===== config.mk =====
export PLATFORM = sky130hd
export DESIGN_NAME = pme_ctrl
export DESIGN_NICKNAME = d
export VERILOG_FILES = /design/src/hdl/pme_pkg.sv /design/src/hdl/pme_ctrl.sv
export SDC_FILE = /design/constraint.sdc
export NUM_CORES = 1
export LEC_CHECK = 0
export ABC_CLOCK_PERIOD_IN_PS = 3100
export BUFFER_PORTS_ARGS = -buffer_cell sky130_fd_sc_hd__buf_2
export CORE_MARGIN = 2
export CORE_UTILIZATION = 51
export CTS_CLUSTER_SIZE = 28
export DETAILED_ROUTE_END_ITERATION = 10
export GPL_TIMING_DRIVEN = 0
export PLACE_DENSITY_LB_ADDON = 0.2
export SKIP_CTS_REPAIR_TIMING = 1
export SLEW_MARGIN = 10
export SYNTH_ARGS = -nofsm -noshare
export SYNTH_HDL_FRONTEND = slang
export SYNTH_SLANG_ARGS = --single-unit

===== constraint.sdc =====
create_clock -name aclk -period 3.1 [get_ports aclk]
set_input_delay 0.465 -clock aclk [delete_from_list [all_inputs] [get_ports aclk]]
set_output_delay 0.465 -clock aclk [all_outputs]
set_load 0.02 [all_outputs]

===== src/hdl/pme_pkg.sv =====
// Shared types, widths and codes for the point mass Euler integrator.
// No dependencies; imported by every module of the block.
package pme_pkg;

    localparam int WORD_BITS = 48;
    localparam int FRAC_BITS = 16;
    localparam int DT_BITS   = 16;
    localparam int MODE_BITS = 2;
    localparam int FAULT_BITS = 2;

    // dividend is |force| with FRAC_BITS zeros appended
    localparam int DVD_BITS = WORD_BITS + FRAC_BITS;
    localparam int CNT_BITS = $clog2(DVD_BITS);

    localparam int IN_DATA_BITS  = ((4 * WORD_BITS + 7) / 8) * 8;
    localparam int OUT_WORDS     = 7;
    localparam int OUT_DATA_BITS = ((OUT_WORDS * WORD_BITS + 7) / 8) * 8;

    localparam logic [WORD_BITS-1:0] MASS_ONE = WORD_BITS'(1) << FRAC_BITS;
    localparam logic [DT_BITS-1:0]   DT_RESET = DT_BITS'(655);

    localparam logic [MODE_BITS-1:0] MODE_FORCE   = 2'd0;
    localparam logic [MODE_BITS-1:0] MODE_STEP    = 2'd1;
    localparam logic [MODE_BITS-1:0] MODE_COMBINE = 2'd2;
    localparam logic [MODE_BITS-1:0] MODE_LOAD    = 2'd3;

    localparam logic [FAULT_BITS-1:0] FAULT_OK   = 2'd0;
    localparam logic [FAULT_BITS-1:0] FAULT_ZERO = 2'd1;
    localparam logic [FAULT_BITS-1:0] FAULT_SAT  = 2'd2;

    typedef struct packed {
        logic capture;
        logic decode;
        logic div_start;
        logic div_step;
        logic mul_acc;
        logic add_vel;
        logic mul_vel;
        logic add_pos;
        logic apply;
        logic load_out;
    } pme_cmd_t;

    typedef struct packed {
        logic [MODE_BITS-1:0] mode;
        logic                 mass_zero;
    } pme_status_t;

endpackage


===== src/hdl/pme_ctrl.sv =====
// Sequencer for the integrator: handshakes, divide count, step phases.
// Depends on pme_pkg; drives pme_datapath through pme_cmd_t.
module pme_ctrl (
    input  logic                 aclk,
    input  logic                 aresetn,
    input  logic                 s_tvalid,
    output logic                 s_tready,
    output logic                 m_tvalid,
    input  logic                 m_tready,
    input  pme_pkg::pme_status_t status,
    output pme_pkg::pme_cmd_t    cmd
);
    import pme_pkg::*;

    localparam logic [3:0] ST_IDLE   = 4'd0;
    localparam logic [3:0] ST_DECODE = 4'd1;
    localparam logic [3:0] ST_APPLY  = 4'd2;
    localparam logic [3:0] ST_DIV    = 4'd3;
    localparam logic [3:0] ST_MULA   = 4'd4;
    localparam logic [3:0] ST_ADDV   = 4'd5;
    localparam logic [3:0] ST_MULV   = 4'd6;
    localparam logic [3:0] ST_ADDP   = 4'd7;
    localparam logic [3:0] ST_FINISH = 4'd8;

    logic [3:0]          state_reg, state_next;
    logic [CNT_BITS-1:0] cnt_reg, cnt_next;
    logic                valid_reg, valid_next;

    assign s_tready = (state_reg == ST_IDLE);
    assign m_tvalid = valid_reg;

    always_comb begin
        state_next = state_reg;
        cnt_next   = cnt_reg;
        valid_next = valid_reg && !m_tready;
        cmd        = '0;
        case (state_reg)
            ST_IDLE: begin
                if (s_tvalid) begin
                    cmd.capture = 1'b1;
                    state_next  = ST_DECODE;
                end
            end
            ST_DECODE: begin
                cmd.decode = 1'b1;
                if (status.mode != MODE_STEP) begin
                    state_next = ST_APPLY;
                end else if (status.mass_zero) begin
                    // no acceleration, position still moves
                    state_next = ST_MULV;
                end else begin
                    cmd.div_start = 1'b1;
                    cnt_next      = CNT_BITS'(DVD_BITS - 1);
                    state_next    = ST_DIV;
                end
            end
            ST_APPLY: begin
                cmd.apply  = 1'b1;
                state_next = ST_FINISH;
            end
            ST_DIV: begin
                cmd.div_step = 1'b1;
                cnt_next     = cnt_reg - 1'b1;
                if (cnt_reg == '0) begin
                    state_next = ST_MULA;
                end
            end
            ST_MULA: begin
                cmd.mul_acc = 1'b1;
                state_next  = ST_ADDV;
            end
            ST_ADDV: begin
                cmd.add_vel = 1'b1;
                state_next  = ST_MULV;
            end
            ST_MULV: begin
                cmd.mul_vel = 1'b1;
                state_next  = ST_ADDP;
            end
            ST_ADDP: begin
                cmd.add_pos = 1'b1;
                state_next  = ST_FINISH;
            end
            ST_FINISH: begin
                if (!valid_reg || m_tready) begin
                    cmd.load_out = 1'b1;
                    valid_next   = 1'b1;
                    state_next   = ST_IDLE;
                end
            end
            default: begin
                state_next = ST_IDLE;
            end
        endcase
    end

    always_ff @(posedge aclk) begin
        if (!aresetn) begin
            state_reg <= ST_IDLE;
            cnt_reg   <= '0;
            valid_reg <= 1'b0;
        end else begin
            state_reg <= state_next;
            cnt_reg   <= cnt_next;
            valid_reg <= valid_next;
        end
    end

endmodule


==> flow_summary.ini <==
[run_status]
status = complete, no violations

[worst_setup_path]
cp.required_ns = 2.63
worstSetupStartpointType = flip-flop
critPathKind = reg2out
critPathArrivalTime_ns = 1.67
end_kind = output port
cp_max_fo = 10

[drt]
drt_iter0_drc = 23
ant_nets = 0
dr.pass1.iters = 4
vias = 712
drc = 0
post_drt_wl_per_cell_um = 12.8
wl_um = 1550
via_per_inst = 5.88

[global_route]
grt_pass1_vias = 591
grt_antenna_before_repair = 0
grt-ovfl-total = 0
grt_max_degree = 11
grt_pass1_wl_um = 2480
grtUsageTotal_pct = 19.0

[power_and_ir_drop]
intPower_uw = 258
peakVddDrop_mv = 0.368
power_density_nw_per_um2 = 471
p_sw_uw = 140
clockPowerShare_pct = 24.7
switching_share_pct = 35.2
p_comb_share_pct = 33.7
seq_power_share_pct = 41.6
power_leakage_nw = 0.380

[timing]
rsz0062_at_grt = no
setup_viol = 0
hold_viol = 0
tns_ns = 0
slew_headroom_pct = 69.1
period_needed_ns = 2.13
drv_slew = 0
fin_skew_ns = 0.00334
fin_crit_sh_pct = 68.8
worst_pin_slew_ns = 0.463
max_freq_mhz = 469

[floorplanning]
start_util_pct = 54.9
rows = 13
ios = 19
die_w_um = 41.4
die_area_um2 = 1720
die_y_um = 41.4
coreArea_um2 = 1300

[synthesis]
syn_avg_cell_area_um2 = 8.41
syn_area_um2 = 714
synth_edf_count = 0
syn_inst = 85
ys_seq_area_share_pct = 30.8
yosysUniqueCellTypes = 37
synthFlopType = dfxtp_1
ys_ff_latch = 11
yosys_warnings = 0
async_flop_share_pct = 0
syn-num-nets = 94

[cts]
cts.sink_count = 11
cts-htree-levels = 1
cts-buffers-inserted = 3
clk_pin_slew_ns = 0.07
cts_tree = yes
cts_buffer_depth = 2
cts-root-buf = clkbuf_4
clock_latency_ns = 0.27

[finish]
final_cells = 121
largest_register_ffs = 6
final_common_cell = buf_2
area_growth_pct = 18.2
antenna_cells = 0
drive_above_1_share_pct = 27.4
nNetsFinal = 116
layout_common_cells = buf_2 (21), dfxtp_1 (11), o31a_1 (7)

[placement]
io_buffers = 17
dp.cells = 117
gp_congestion = 0.776
post-dp-hpwl_um = 1140

[run]
max-cap-violations = 0

[hold_path]
hold_path.class = reg2reg
critical path: stages (launching register included):
cell and delay [ns]:
dfxtp_1 0.31, buf_2 0.18, or2_1 0.32, nor3b_1 0.28, nor2b_1 0.15, buf_2 0.16
synthesized netlist by cell type, drive strengths merged (3+ instances only):
cell type  number  area (um2)
nor2b           4        25.0
or2             3        18.8
nand2b          3        18.8
a31oi           3        18.8
o31a            7        61.3
nor3            5        36.3
nor3b           3        22.5
nor2            4        15.0
nor4            3        18.8
dfxtp          11         220
inv             7        26.3
buf             4        20.0
layout make-up:
cell class,instances,area (um2)
buffer,6,27.5
tap,15,18.8
clock buffer,4,26.3
sequential,11,220
timing repair buffer,17,85.1
multi-input combinational,61,440
fill,125,457
inverter,7,26.3
worst paths after layout:
| check | startpoint | to | slack, ns | cells past startpoint |
|---|---|---|---|---|
| worst min-delay path | cnt_reg[0] | cnt_reg[0] | 0.54 | 1 |
| worst min register to register | cnt_reg[0] | cnt_reg[0] | 0.54 | 1 |
| worst max-delay path | state_reg[2] | cmd[0] | 0.97 | 5 |
| worst max register to register | state_reg[2] | state_reg[3] | 1.71 | 4 |
through the flow:
step                      hold WS, ns  instance area [um2]  power, mW  worst slack [ns]  utilization, %
after global placement          0.505                  818      0.299              1.06            62.9
final                           0.537                  845      0.398             0.967            64.9
after floorplan                 0.484                  714      0.268              1.02               -
after global routing            0.553                  845      0.428             0.854            64.9
after CTS                       0.538                  845      0.404             0.940            64.9
after detailed placement        0.518                  818      0.302              1.06            62.9
cells by family after synthesis:
kind of cell	Yosys count	share of synthesized area (%)
AND/OR/NAND/NOR	34	31.4
AO/OA/AOI/OAI	25	26.8
buffers and inverters	13	7.53
flip-flops	11	30.8
adder cells (fa/ha/maj)	2	3.50
power groups by stage:
stage | Sequential, mW | Clock (mW) | Combinational (mW)
detailed placement | 0.169 | 0 | 0.134
floorplan | 0.166 | 0 | 0.102
finish | 0.166 | 0.0985 | 0.134
CTS | 0.165 | 0.105 | 0.134
global route | 0.167 | 0.113 | 0.147
global placement | 0.168 | 0 | 0.131
routing by layer:
metal / GRT usage [%] / wire length [um]
met5: 0 / 0
met2: 27.5 / 705
met3: 7.83 / 148
met1: 24.8 / 685
met4: 7.74 / 12
Power figures use the tool's default switching activity.
